`config.mk`:
```
export PLATFORM = sky130hd
export DESIGN_NAME = tone_score_stream_splitter_flat
export DESIGN_NICKNAME = d
export VERILOG_FILES = /design/src/rtl/tss_pkg.sv /design/src/rtl/tss_if.sv /design/src/rtl/tss_front.sv /design/src/rtl/tss_queue.sv /design/src/rtl/tss_back.sv /design/src/rtl/tone_score_stream_splitter.sv /design/src/flat_wrapper.sv
export SDC_FILE = /design/constraint.sdc
export NUM_CORES = 1
export LEC_CHECK = 0
export ABC_CLOCK_PERIOD_IN_PS = 3950
export BUFFER_PORTS_ARGS = -buffer_cell sky130_fd_sc_hd__buf_2
export CAP_MARGIN = 20
export CORE_MARGIN = 8
export CORE_UTILIZATION = 26
export DETAILED_ROUTE_END_ITERATION = 10
export MAX_ROUTING_LAYER = met4
export PLACE_DENSITY = 0.43
export SLEW_MARGIN = 0
export SYNTH_ARGS = -nofsm -noshare
export SYNTH_HDL_FRONTEND = slang
export SYNTH_SLANG_ARGS = --single-unit
```
`constraint.sdc`:
```
create_clock -name clk -period 3.95 [get_ports clk]
set_clock_uncertainty 0.05 [all_clocks]
set_input_delay 0.5925 -clock clk [delete_from_list [all_inputs] [get_ports clk]]
set_output_delay 0.5925 -clock clk [all_outputs]
set_load 0.02 [all_outputs]
```
`src/rtl/tss_pkg.sv`:
```
// Package for the tone score stream splitter.
// Holds parser states, routing kinds, opcode constants and the queue entry type.
// No dependencies; used by every module of the block.
package tss_pkg;

  localparam int QueueDepth = 2;

  // Opcode nibbles (upper four bits of a command byte)
  localparam logic [3:0] OpNoteOff = 4'h8;
  localparam logic [3:0] OpNoteOn  = 4'h9;
  localparam logic [3:0] OpInstr   = 4'hC;
  localparam logic [3:0] OpRestart = 4'hE;
  localparam logic [3:0] OpStop    = 4'hF;

  localparam logic [7:0] HdrMagicP   = 8'h50;
  localparam logic [7:0] HdrMagicT   = 8'h74;
  localparam logic [7:0] HdrMinLen   = 8'd6;
  localparam logic [7:0] HdrLenIdx   = 8'd2;
  localparam logic [7:0] HdrFlagIdx  = 8'd3;

  typedef enum logic [2:0] {
    PH_FIRST,
    PH_AFTER_P,
    PH_HEADER,
    PH_CMD,
    PH_WAIT2,
    PH_NOTE,
    PH_VOLUME,
    PH_INSTR
  } phase_t;

  typedef enum logic [1:0] {
    RK_ALL,
    RK_GEN,
    RK_NOTE
  } route_kind_t;

  typedef struct packed {
    route_kind_t kind;
    logic [3:0]  gen;
    logic [7:0]  value;
  } route_tag_t;

endpackage

```
`src/rtl/tss_if.sv`:
```
// Valid/ready channel interfaces for the tone score stream splitter.
// tss_in_if carries score bytes in, tss_out_if carries routed bytes out.
// No dependencies.
interface tss_in_if;
  logic       valid;
  logic       ready;
  logic [7:0] score_byte;
  logic       score_first;

  modport source (output valid, output score_byte, output score_first, input ready);
  modport sink   (input valid, input score_byte, input score_first, output ready);
endinterface

interface tss_out_if;
  logic       valid;
  logic       ready;
  logic       to_all;
  logic [3:0] generator;
  logic [7:0] value;
  logic       is_note;

  modport source (output valid, output to_all, output generator, output value,
                  output is_note, input ready);
  modport sink   (input valid, input to_all, input generator, input value,
                  input is_note, output ready);
endinterface

```
`src/rtl/tss_front.sv`:
```
// Front end: accepts score bytes, tracks the parser state and classifies each byte.
// Pushes a route tag into the queue for every byte that produces a transaction.
// Depends on tss_pkg and tss_in_if.
module tss_front (
  input  logic                clk,
  input  logic                rst,
  tss_in_if.sink              score,
  input  logic                full,
  output logic                push,
  output tss_pkg::route_tag_t tag
);

  tss_pkg::phase_t phase, phase_next;
  logic [7:0]      header_count, header_count_next;
  logic [7:0]      header_total, header_total_next;
  logic            volume_on, volume_on_next;
  logic [3:0]      pending_generator, pending_generator_next;
  logic            halted, halted_next;

  // State as seen by this byte (a score start restarts the parser)
  tss_pkg::phase_t e_phase;
  logic [7:0]      e_count, e_total;
  logic            e_volume, e_halted;
  logic [3:0]      e_pending;

  // Command decode
  logic                  cmd_emit, cmd_halt, cmd_pend;
  tss_pkg::route_kind_t  cmd_kind;
  tss_pkg::phase_t       cmd_phase;

  logic       accept;
  logic [7:0] b;
  logic [7:0] len;
  logic [7:0] count_inc;
  logic       emit;

  assign score.ready = !full;
  assign accept      = score.valid && score.ready;
  assign b           = score.score_byte;

  always_comb begin
    if (score.score_first) begin
      e_phase   = tss_pkg::PH_FIRST;
      e_count   = '0;
      e_total   = tss_pkg::HdrMinLen;
      e_volume  = 1'b0;
      e_pending = '0;
      e_halted  = 1'b0;
    end else begin
      e_phase   = phase;
      e_count   = header_count;
      e_total   = header_total;
      e_volume  = volume_on;
      e_pending = pending_generator;
      e_halted  = halted;
    end
  end

  always_comb begin
    cmd_emit  = 1'b0;
    cmd_halt  = 1'b0;
    cmd_pend  = 1'b0;
    cmd_kind  = tss_pkg::RK_ALL;
    cmd_phase = tss_pkg::PH_CMD;
    if (!b[7]) begin
      // wait: two bytes broadcast
      cmd_emit  = 1'b1;
      cmd_phase = tss_pkg::PH_WAIT2;
    end else begin
      case (b[7:4]) inside
        tss_pkg::OpNoteOff: begin
          cmd_emit = 1'b1;
          cmd_kind = tss_pkg::RK_GEN;
        end
        tss_pkg::OpNoteOn: begin
          cmd_emit  = 1'b1;
          cmd_kind  = tss_pkg::RK_GEN;
          cmd_pend  = 1'b1;
          cmd_phase = tss_pkg::PH_NOTE;
        end
        tss_pkg::OpInstr: begin
          cmd_phase = tss_pkg::PH_INSTR;
        end
        tss_pkg::OpRestart, tss_pkg::OpStop: begin
          cmd_emit = 1'b1;
          cmd_halt = 1'b1;
        end
        default: begin
        end
      endcase
    end
  end

  always_comb begin
    phase_next             = e_phase;
    header_count_next      = e_count;
    header_total_next      = e_total;
    volume_on_next         = e_volume;
    pending_generator_next = e_pending;
    halted_next            = e_halted;
    emit                   = 1'b0;
    tag.kind               = tss_pkg::RK_ALL;
    tag.gen                = '0;
    tag.value              = b;
    len                    = (b < tss_pkg::HdrMinLen) ? tss_pkg::HdrMinLen : b;
    count_inc              = e_count + 8'd1;

    if (!e_halted) begin
      unique case (e_phase)
        tss_pkg::PH_FIRST, tss_pkg::PH_CMD: begin
          if (e_phase == tss_pkg::PH_FIRST && b == tss_pkg::HdrMagicP) begin
            header_count_next = 8'd1;
            phase_next        = tss_pkg::PH_AFTER_P;
            emit              = 1'b1;
          end else begin
            phase_next  = cmd_phase;
            halted_next = cmd_halt;
            emit        = cmd_emit;
            tag.kind    = cmd_kind;
            if (cmd_kind == tss_pkg::RK_GEN) tag.gen = b[3:0];
            if (cmd_pend) pending_generator_next = b[3:0];
          end
        end
        tss_pkg::PH_AFTER_P: begin
          emit = 1'b1;
          if (b == tss_pkg::HdrMagicT) begin
            header_count_next = 8'd2;
            phase_next        = tss_pkg::PH_HEADER;
          end else begin
            phase_next = tss_pkg::PH_CMD;
          end
        end
        tss_pkg::PH_HEADER: begin
          emit = 1'b1;
          if (e_count == tss_pkg::HdrLenIdx) header_total_next = len;
          else if (e_count == tss_pkg::HdrFlagIdx) volume_on_next = b[7];
          header_count_next = count_inc;
          if (count_inc >= header_total_next) phase_next = tss_pkg::PH_CMD;
        end
        tss_pkg::PH_WAIT2: begin
          emit       = 1'b1;
          phase_next = tss_pkg::PH_CMD;
        end
        tss_pkg::PH_NOTE: begin
          emit       = 1'b1;
          tag.kind   = tss_pkg::RK_NOTE;
          tag.gen    = e_pending;
          phase_next = e_volume ? tss_pkg::PH_VOLUME : tss_pkg::PH_CMD;
        end
        tss_pkg::PH_VOLUME, tss_pkg::PH_INSTR: begin
          phase_next = tss_pkg::PH_CMD;
        end
        default: begin
          phase_next = tss_pkg::PH_CMD;
        end
      endcase
    end
  end

  assign push = accept && emit;

  always_ff @(posedge clk) begin
    if (rst) begin
      phase             <= tss_pkg::PH_FIRST;
      header_count      <= '0;
      header_total      <= tss_pkg::HdrMinLen;
      volume_on         <= 1'b0;
      pending_generator <= '0;
      halted            <= 1'b0;
    end else if (accept) begin
      phase             <= phase_next;
      header_count      <= header_count_next;
      header_total      <= header_total_next;
      volume_on         <= volume_on_next;
      pending_generator <= pending_generator_next;
      halted            <= halted_next;
    end
  end

  // a halted parser drops everything until the next score start
  a_halt_quiet: assert property (@(posedge clk) disable iff (rst)
    (halted && !score.score_first) |-> !push)
    else $error("tss_front: transaction pushed while halted");

  // a score start can never land on a note byte
  a_first_no_note: assert property (@(posedge clk) disable iff (rst)
    (push && score.score_first) |-> (tag.kind != tss_pkg::RK_NOTE))
    else $error("tss_front: note tagged on first byte of a score");

endmodule

```
`src/rtl/tss_queue.sv`:
```
// Short FIFO of route tags between the front and back ends.
// Flop-based storage, one push and one pop per cycle; pushes are refused while full.
// Depends on tss_pkg.
module tss_queue #(
  parameter int Depth = tss_pkg::QueueDepth
) (
  input  logic                clk,
  input  logic                rst,
  input  logic                push,
  input  tss_pkg::route_tag_t push_tag,
  output logic                full,
  input  logic                pop,
  output logic                head_valid,
  output tss_pkg::route_tag_t head_tag
);

  localparam int PtrW = $clog2(Depth);
  localparam int CntW = $clog2(Depth + 1);

  tss_pkg::route_tag_t entries [Depth];
  logic [PtrW-1:0] wptr, rptr;
  logic [CntW-1:0] count;
  logic            do_push, do_pop;

  assign full       = (count == CntW'(Depth));
  assign head_valid = (count != '0);
  assign head_tag   = entries[rptr];
  assign do_push    = push && !full;
  assign do_pop     = pop && head_valid;

  always_ff @(posedge clk) begin
    if (do_push) entries[wptr] <= push_tag;
  end

  always_ff @(posedge clk) begin
    if (rst) begin
      wptr  <= '0;
      rptr  <= '0;
      count <= '0;
    end else begin
      if (do_push) wptr <= (wptr == PtrW'(Depth - 1)) ? '0 : wptr + PtrW'(1);
      if (do_pop)  rptr <= (rptr == PtrW'(Depth - 1)) ? '0 : rptr + PtrW'(1);
      if (do_push && !do_pop)      count <= count + CntW'(1);
      else if (!do_push && do_pop) count <= count - CntW'(1);
    end
  end

  a_no_overflow: assert property (@(posedge clk) disable iff (rst)
    full |-> !push)
    else $error("tss_queue: push into a full queue");

  a_count_range: assert property (@(posedge clk) disable iff (rst)
    count <= CntW'(Depth))
    else $error("tss_queue: occupancy out of range");

endmodule

```
`src/rtl/tss_back.sv`:
```
// Back end: pops route tags and drives the registered output transaction.
// Expands the tag kind into to_all, generator and is_note.
// Depends on tss_pkg and tss_out_if.
module tss_back (
  input  logic                clk,
  input  logic                rst,
  input  logic                head_valid,
  input  tss_pkg::route_tag_t head_tag,
  output logic                pop,
  tss_out_if.source           route
);

  logic       valid;
  logic       to_all;
  logic [3:0] generator;
  logic [7:0] value;
  logic       is_note;

  assign pop = head_valid && (!valid || route.ready);

  always_ff @(posedge clk) begin
    if (rst) begin
      valid <= 1'b0;
    end else if (!valid || route.ready) begin
      valid <= head_valid;
    end
  end

  always_ff @(posedge clk) begin
    if (pop) begin
      to_all    <= (head_tag.kind == tss_pkg::RK_ALL);
      generator <= (head_tag.kind == tss_pkg::RK_ALL) ? 4'd0 : head_tag.gen;
      value     <= head_tag.value;
      is_note   <= (head_tag.kind == tss_pkg::RK_NOTE);
    end
  end

  assign route.valid     = valid;
  assign route.to_all    = to_all;
  assign route.generator = generator;
  assign route.value     = value;
  assign route.is_note   = is_note;

  a_pop_loads: assert property (@(posedge clk) disable iff (rst)
    pop |=> valid)
    else $error("tss_back: popped tag did not reach the output");

endmodule

```
`src/rtl/tone_score_stream_splitter.sv`:
```
// Tone score stream splitter, top level.
// score (sink): one score byte per transaction, score_first restarts the parser.
// route (source): one routed byte per transaction: broadcast or one generator,
//   with is_note marking the note byte of a play command.
// Bytes that are skipped (instrument commands and their arguments, volume arguments,
//   undefined opcodes, anything after stop or restart) give no output transaction.
// Throughput: one byte per cycle sustained while route.ready stays high; the parser
//   state register updates on each accepted byte.
// Path: a routed byte is registered in the tag queue and then in the output
//   register before it shows on route.
// Stalls: the tag queue (QueueDepth entries) absorbs back-pressure; score.ready
//   drops only when the queue is full. The output holds while route.ready is low.
// Reset (rst, synchronous): parser returns to expecting a first score byte,
//   queue empties and route.valid falls. Without score_first, the first byte
//   after reset starts a score.
// Depends on tss_pkg, tss_if, tss_front, tss_queue and tss_back.
module tone_score_stream_splitter #(
  parameter int QueueDepth = tss_pkg::QueueDepth
) (
  input  logic      clk,
  input  logic      rst,
  tss_in_if.sink    score,
  tss_out_if.source route
);

  logic                full;
  logic                push;
  tss_pkg::route_tag_t push_tag;
  logic                pop;
  logic                head_valid;
  tss_pkg::route_tag_t head_tag;

  tss_front u_front (
    .clk   (clk),
    .rst   (rst),
    .score (score),
    .full  (full),
    .push  (push),
    .tag   (push_tag)
  );

  tss_queue #(
    .Depth (QueueDepth)
  ) u_queue (
    .clk        (clk),
    .rst        (rst),
    .push       (push),
    .push_tag   (push_tag),
    .full       (full),
    .pop        (pop),
    .head_valid (head_valid),
    .head_tag   (head_tag)
  );

  tss_back u_back (
    .clk        (clk),
    .rst        (rst),
    .head_valid (head_valid),
    .head_tag   (head_tag),
    .pop        (pop),
    .route      (route)
  );

endmodule

```
`src/flat_wrapper.sv`:
```
// flat-port wrapper written by rule: the top's interface ports become plain ports
module tone_score_stream_splitter_flat 
#(
  parameter int QueueDepth = tss_pkg::QueueDepth
)
  (clk, rst, score_valid, score_score_byte, score_score_first, score_ready, route_valid, route_to_all, route_generator, route_value, route_is_note, route_ready);
  tss_in_if score_i ();
  tss_out_if route_i ();
  input  logic clk;
  input  logic rst;
  input wire logic [$bits(score_i.valid)-1:0] score_valid;
  input wire logic [$bits(score_i.score_byte)-1:0] score_score_byte;
  input wire logic [$bits(score_i.score_first)-1:0] score_score_first;
  output wire logic [$bits(score_i.ready)-1:0] score_ready;
  output wire logic [$bits(route_i.valid)-1:0] route_valid;
  output wire logic [$bits(route_i.to_all)-1:0] route_to_all;
  output wire logic [$bits(route_i.generator)-1:0] route_generator;
  output wire logic [$bits(route_i.value)-1:0] route_value;
  output wire logic [$bits(route_i.is_note)-1:0] route_is_note;
  input wire logic [$bits(route_i.ready)-1:0] route_ready;
  assign score_i.valid = score_valid;
  assign score_i.score_byte = score_score_byte;
  assign score_i.score_first = score_score_first;
  assign score_ready = score_i.ready;
  assign route_valid = route_i.valid;
  assign route_to_all = route_i.to_all;
  assign route_generator = route_i.generator;
  assign route_value = route_i.value;
  assign route_is_note = route_i.is_note;
  assign route_i.ready = route_ready;
  tone_score_stream_splitter #(.QueueDepth(QueueDepth)) u_core (.clk(clk), .rst(rst), .score(score_i), .route(route_i));
endmodule
```
=== Word-level counts from Yosys, hierarchy flattened ===
Memory sizes are Yosys's and may differ from the RTL's. A register that Yosys moved wholly into a read port is not among the register bits.
Index checks and enable logic that the tools add are counted.

* Div/mod/pow operators: 0
* Eq/ne operators: 19
* Reduce and logical (&&, ||, !) cells: 21
* Order comparisons: 2
* Mux-type cells: 66
* Bitwise operators: 0
* Add/subtract/negate cells: 5
* $mul: 0
* Shift operators: 0

{| class="wikitable"
|+ Operator list
! kind !! count
|-
| $mux 8 || 11
|-
| $mux 1 || 32
|-
| $mux 3 || 9
|-
| $mux 4 || 6
|-
| $pmux 8 s3 || 1
|-
| $eq 4x4->1 const B || 5
|-
| $eq 8x2->1 const B || 2
|-
| $eq 8x7->1 const B || 2
|-
| $pmux 3 s5 || 1
|-
| $eq 3x3->1 const B || 4
|-
| $mux 6 || 2
|-
| $pmux 6 s2 || 1
|-
| $add 8x1->8 const B || 1
|-
| $ge 8x8->1 || 1
|-
| $logic_and 1x1->1 || 8
|-
| $lt 8x3->1 const B || 1
|-
| $eq 3x2->1 const B || 2
|-
| $eq 2x2->1 const B || 2
|-
| $logic_not 1->1 || 4
|-
| $mux 2 || 2
|-
| $reduce_bool 2->1 || 2
|-
| $reduce_or 2->1 || 2
|-
| $reduce_or 4->1 || 1
|-
| $eq 3x1->1 const B || 1
|-
| 9 further kinds || 10
|}

* Latch bits: 0
* Bits in read-only memories: 0
* Register bits after elaboration: 44
* Output and inout port bits: 16
* Memory bits (writable): 28
* Logic and storage cells: 128
* Input bits: 13
* Memories kept: 1

{| class="wikitable"
|+ Memories
! name !! words !! bits a word !! read ports !! clocked after memory_dff !! write ports !! line !! source
|-
| u_core.u_queue.entries || 2 || 14 || 1 || 1 || 1 || tss_queue.sv:20 || <nowiki>tss_pkg::route_tag_t entries [Depth];</nowiki>
|}

=== Depth between registers and ports, before layout ===
* Depth after elaboration: 16
* Depth in mapped cells: 15

=== Cells and area by module ===
A second synthesis with hierarchy kept.

* Cells, all modules: 357
* Area total of the unflattened synthesis: 3880.0 um2

{| class="wikitable"
|+ Modules (own cells, without submodules)
! module !! area each (um2) !! times used !! cells an instance
|-
| tss_front || 2135.8 || 1 || 264
|-
| tss_queue || 1223.7 || 1 || 68
|-
| tss_back || 520.5 || 1 || 25
|}

=== Worst setup path after synthesis ===
No wires, ideal clock.

* Path kind: input port to flip-flop
* Start: in score_score_first
* End: reg u_core.u_front.phase[0]
* Stages on the path: 15
* Path slack: 0.788 ns
* Data arrival time: 2.979 ns
* Path through: clkbuf_1 clkbuf_1 nor2b_1 ha_1 nand2b_1 clkbuf_1 clkbuf_1 nand3_1 o31ai_1 ha_1 o21a_1 o21ai_0 a21oi_1 o21ai_0 a211oi_1

* Cells in the longest elaborated chain, start to end: 9

{| class="wikitable"
|+ Ends and longest elaborated chain
! item !! line !! source
|-
| start: declaration || flat_wrapper.sv:13 || <nowiki>input wire logic [$bits(score_i.score_first)-1:0] score_score_first;</nowiki>
|-
| $mux 8 || tss_front.sv:42 || <nowiki>if (score.score_first) begin</nowiki>
|-
| $eq 8x2->1 || tss_front.sv:135 || <nowiki>if (e_count == tss_pkg::HdrLenIdx) header_total_next = len;</nowiki>
|-
| $mux 8 || tss_front.sv:135 ||
|-
| $mux 8 || tss_front.sv:109 || <nowiki>unique case (e_phase)</nowiki>
|-
| $mux 8 || tss_front.sv:108 || <nowiki>if (!e_halted) begin</nowiki>
|-
| $ge 8x8->1 || tss_front.sv:138 || <nowiki>if (count_inc >= header_total_next) phase_next = tss_pkg::PH_CMD;</nowiki>
|-
| $mux 3 || tss_front.sv:138 ||
|-
| $pmux 3 s5 || tss_front.sv:109 ||
|-
| $mux 3 (*) || tss_front.sv:108 ||
|-
| end signal: assignment || tss_front.sv:164 || <nowiki>phase <= tss_pkg::PH_FIRST;</nowiki>
|-
| end signal: assignment || tss_front.sv:171 || <nowiki>phase <= phase_next;</nowiki>
|-
| end: declaration || tss_front.sv:13 || <nowiki>tss_pkg::phase_t phase, phase_next;</nowiki>
|}

Every way passes the cells marked *; elsewhere a longest branch is shown, timed or not. The select of a mux whose other input is x is not followed.
A chain may end at the register's enable or synchronous reset.

=== Worst setup path after layout ===
* Start: reg u_core.u_front.phase[1]
* End: reg u_core.u_front.header_total[1]

* Cells in the longest elaborated chain, start to end: 4

{| class="wikitable"
|+ Ends and longest elaborated chain
! item !! line !! source
|-
| $mux 3 || tss_front.sv:42 ||
|-
| $eq 3x2->1 || tss_front.sv:109 ||
|-
| $mux 8 || tss_front.sv:109 ||
|-
| $mux 8 || tss_front.sv:108 ||
|-
| end signal: assignment || tss_front.sv:166 || <nowiki>header_total <= tss_pkg::HdrMinLen;</nowiki>
|-
| end signal: assignment || tss_front.sv:173 || <nowiki>header_total <= header_total_next;</nowiki>
|-
| end: declaration || tss_front.sv:15 || <nowiki>logic [7:0] header_total, header_total_next;</nowiki>
|}

Every way passes these cells.

==> results by group <==
Drt
  • Vias: 2775
  • Antenna Violating Nets Remaining: 0
  • Drc violations: 0
  • Routed WL: 9.19 mm
  • Drt first pass iters: 4
  • DRT iter0 DRCs: 193
  • Avg WL per Cell: 16.3 um
  • Vias per cell: 4.93

Clock tree
  • TritonCTS Sinks: 73
  • H-tree depth: 3
  • Longest Clk Path Bufs: 2
  • CTS tree: built
  • Post-CTS Setup Bufs: 0
  • Clk slew on worst S/H paths: 0.06 ns
  • Root Buffer: clkbuf_16
  • Hold-fix buffers, CTS: 0
  • Worst-Skew Late Latency: 0.34 ns
  • CTS Buf Count: 9
  • Cts repair resizes: 0

Critical path
  • Worst-path fanout max: 13
  • CP top delay family: simple AND/OR/NAND/NOR gates
  • Critical path buffers and inverters: 0
  • Startpoint Class: flip-flop
  • Ordered list of cells on the worst path: or4b_1 > or4b_1 > nor4b_4 > nand2_1 > a2bb2oi_1
  • Worst Path Required: 4.12 ns
  • Setup CP Type: reg -> reg
  • CP peak stage delay: 0.69 ns
  • Critical Path Slowest Stage Cell: or4b_1
  • Arrival @ worst endpoint: 3.02 ns
  • CP most frequent cell: or4b_1
  • CP endpoint kind: flip-flop

Final layout
  • Sequential standard cell area: 1880 um2
  • Layout area overhead: 16.0%
  • Fillers: 1455
  • Fin cells: 563
  • N_diodes: 0
  • Final #Nets: 402
  • Area taken by multi-input logic gates: 1660 um2
  • Ratio of cells with drive above 1 in the final layout: 0.162
  • Layout Utilization: 0.309

Timing
  • Fin. Hold Viols: 0
  • Final Max Slew Viols: 0
  • Fmax: 351 MHz
  • Slew margin rel.: 0.519
  • Hold_ws: 0.420 ns
  • Final min period: 2.85 ns
  • RSZ-0062 raised after global routing: no
  • Setup TNS: 0 ns
  • Final worst setup slack: 1.10 ns
  • Tcrit/Tclk final: 0.721
  • Final Setup Violations: 0
  • Least-Margin Pin Slew: 0.720 ns

Die
  • Die H: 135 um
  • Starting Density: 0.266
  • Die Footprint: 18300 um2
  • Core ar.: 13900 um2
  • FP Rows: 43
  • Die Width: 135 um
  • Boundary Pins: 29

Power
  • Worst VDD drop: 0.000201 V
  • Leak: 1.56 nW
  • Pwr dens: 576 nW/um2

Logic synthesis
  • Distinct cell type count of the synthesized netlist: 55
  • Synth area leaders: edfxtp_1 (34%), dfxtp_1 (17%), nor2_1 (3.8%)
  • Post-synthesis sequential area ratio: 0.509
  • Asr flop ratio synth: 0
  • Mean post-synth cell area: 10.3 um2
  • Yosys top cell by area: edfxtp_1
  • Primary FF master, synth: edfxtp_1
  • Total nets after synthesis: 383
  • Number of synthesized flops with an enable pin: 42
  • Gate Count Post-Synth: 359
  • Synthesized area: 3700 um2
  • Synthesis-stage register bit count: 73
  • Ys Warns: 0
  • Share of the synthesized area in the top cell type: 0.341

Place
  • Post-Place Cells: 547
  • Setup WS pre-CTS: 0.757 ns
  • PortBufs: 28
  • Hpwl dp: 6.56 mm
  • GP Congestion: 0.786

Outcome
  • Outcome: finished clean

GRT
  • Vias in the first global route: 2727
  • GRT Resource Usage Total: 0.109
  • Largest net degree at the start of global routing: 33
  • First-pass GRT wire length: 15.0 mm
  • Initial antenna violation count: 0
  • Grt total ovfl: 0

Run
  • Max_cap viols: 0

Min path
  • Hold Path Class: reg -> reg
-- synthesized netlist by cell type, types with 7 or more instances --
master,instances
mux2i_1,8
inv_1,15
nand3_1,14
nand2_1,20
clkbuf_1,20
a31oi_1,7
nor2_1,37
dfxtp_1,31
a211oi_1,8
a21oi_1,17
a22o_1,8
edfxtp_1,42
ha_1,11
mux2_2,8
xnor2_1,7
o21ai_0,13
nand2b_1,11
-- where the power goes --
| part | internal, mW | switching (mW) | leakage (nW) |
|---|---|---|---|
| combinational | 0.223 | 0.383 | 0.777 |
| clock | 0.438 | 0.343 | 0.136 |
| sequential | 0.996 | 0.0869 | 0.649 |
| total | 1.66 | 0.813 | 1.56 |
-- worst paths after layout --
check	endpoint	slack (ns)	startpoint	cells past startpoint
worst max-delay path	u_core.u_front.header_total[1]$_SDFFE_PP1P_	1.10	u_core.u_front.phase[1]$_SDFFE_PP0P_	5
worst min-delay path	u_core.u_front.header_total[2]$_SDFFE_PP1P_	0.42	u_core.u_front.header_total[2]$_SDFFE_PP1P_	2
worst max register to register	u_core.u_front.header_total[1]$_SDFFE_PP1P_	1.10	u_core.u_front.phase[1]$_SDFFE_PP0P_	5
worst min register to register	u_core.u_front.header_total[2]$_SDFFE_PP1P_	0.42	u_core.u_front.header_total[2]$_SDFFE_PP1P_	2
-- placed cells by master, fill, tap and decap left out, types with 3 or more instances in the layout --
cell        n
nand2_1    20
edfxtp_1   42
clkbuf_16   9
and3_1      3
a211oi_1    8
xnor2_1     7
a21o_1      3
dfxtp_1    31
a311oi_1    3
a21oi_1    17
nand3b_1    5
and2_1      3
nand2b_1   11
ha_1       11
buf_4       4
a22o_1      8
nand4_1     6
a31oi_1     7
xor2_1      6
o31ai_1     4
nor2_1     37
nor3_1      3
or3_1       5
buf_2      28
mux2_2      8
o21ai_0    13
inv_1      15
mux2i_1     8
nand3_1    14
nor3b_1     3
-- worst min-delay path, cell delays in order, from the launching register on --
cell,delay [ns]
dfxtp_1,0.29
inv_1,0.07
a2bb2oi_1,0.06
-- per-layer routing --
| layer | vias up | share of wire | GRT usage |
|---|---|---|---|
| met1 | 1339 | 0.46 | 0.133 |
| met5 | - | 0 | - |
| met2 | 64 | 0.47 | 0.167 |
| met3 | 10 | 0.058 | 0.0349 |
| li1 | 1362 | - | - |
| met4 | 0 | 0.013 | 0.0358 |
-- cell type report --
type | count | area share
Clock inverter | 7 | 0.0149
Clock buffer | 9 | 0.0525
Timing Repair Buffer | 32 | 0.0397
Inverter | 16 | 0.0140
Multi-Input combinational cell | 246 | 0.388
Sequential cell | 73 | 0.439
Tap cell | 180 | 0.0525
-- sequential cells by signal (all words and copies together), names as in the netlist, named ones only --
register and cells:
u_core.u_front.header_count 8, u_core.u_queue.count 2, u_core.u_queue.rptr 1, u_core.u_back.route.generator 4, u_core.u_front.phase 3, u_core.u_front.halted 1, u_core.u_front.volume_on 1, u_core.u_front.pending_generator 4
u_core.u_queue.wptr 1, u_core.u_front.header_total 8, u_core.u_back.route.to_all 1, u_core.u_back.route.value 8, u_core.u_queue.entries 28, u_core.u_back.route.valid 1, u_core.u_back.route.is_note 1
-- per-stage QoR --
stage          instance area (um2)  power, mW
5_1_grt                       4290       2.62
3_3_place_gp                  4000       1.72
2_1_floorplan                 3700       1.52
3_5_place_dp                  4000       1.72
6_report                      4290       2.47
4_1_cts                       4290       2.52
-- kinds of logic (layout without fill, tap and decap cells) --
group | after synthesis | after routing | share of synthesized area
adder cells (fa/ha/maj) | 11 | 11 | 0.0372
AO/OA/AOI/OAI | 82 | 82 | 0.152
flip-flops | 73 | 73 | 0.509
buffers and inverters | 40 | 64 | 0.0416
multiplexers | 16 | 16 | 0.0460
AND/OR/NAND/NOR | 124 | 124 | 0.183
XOR/XNOR | 13 | 13 | 0.0308
Note: power is estimated with default switching activity, not from simulation.
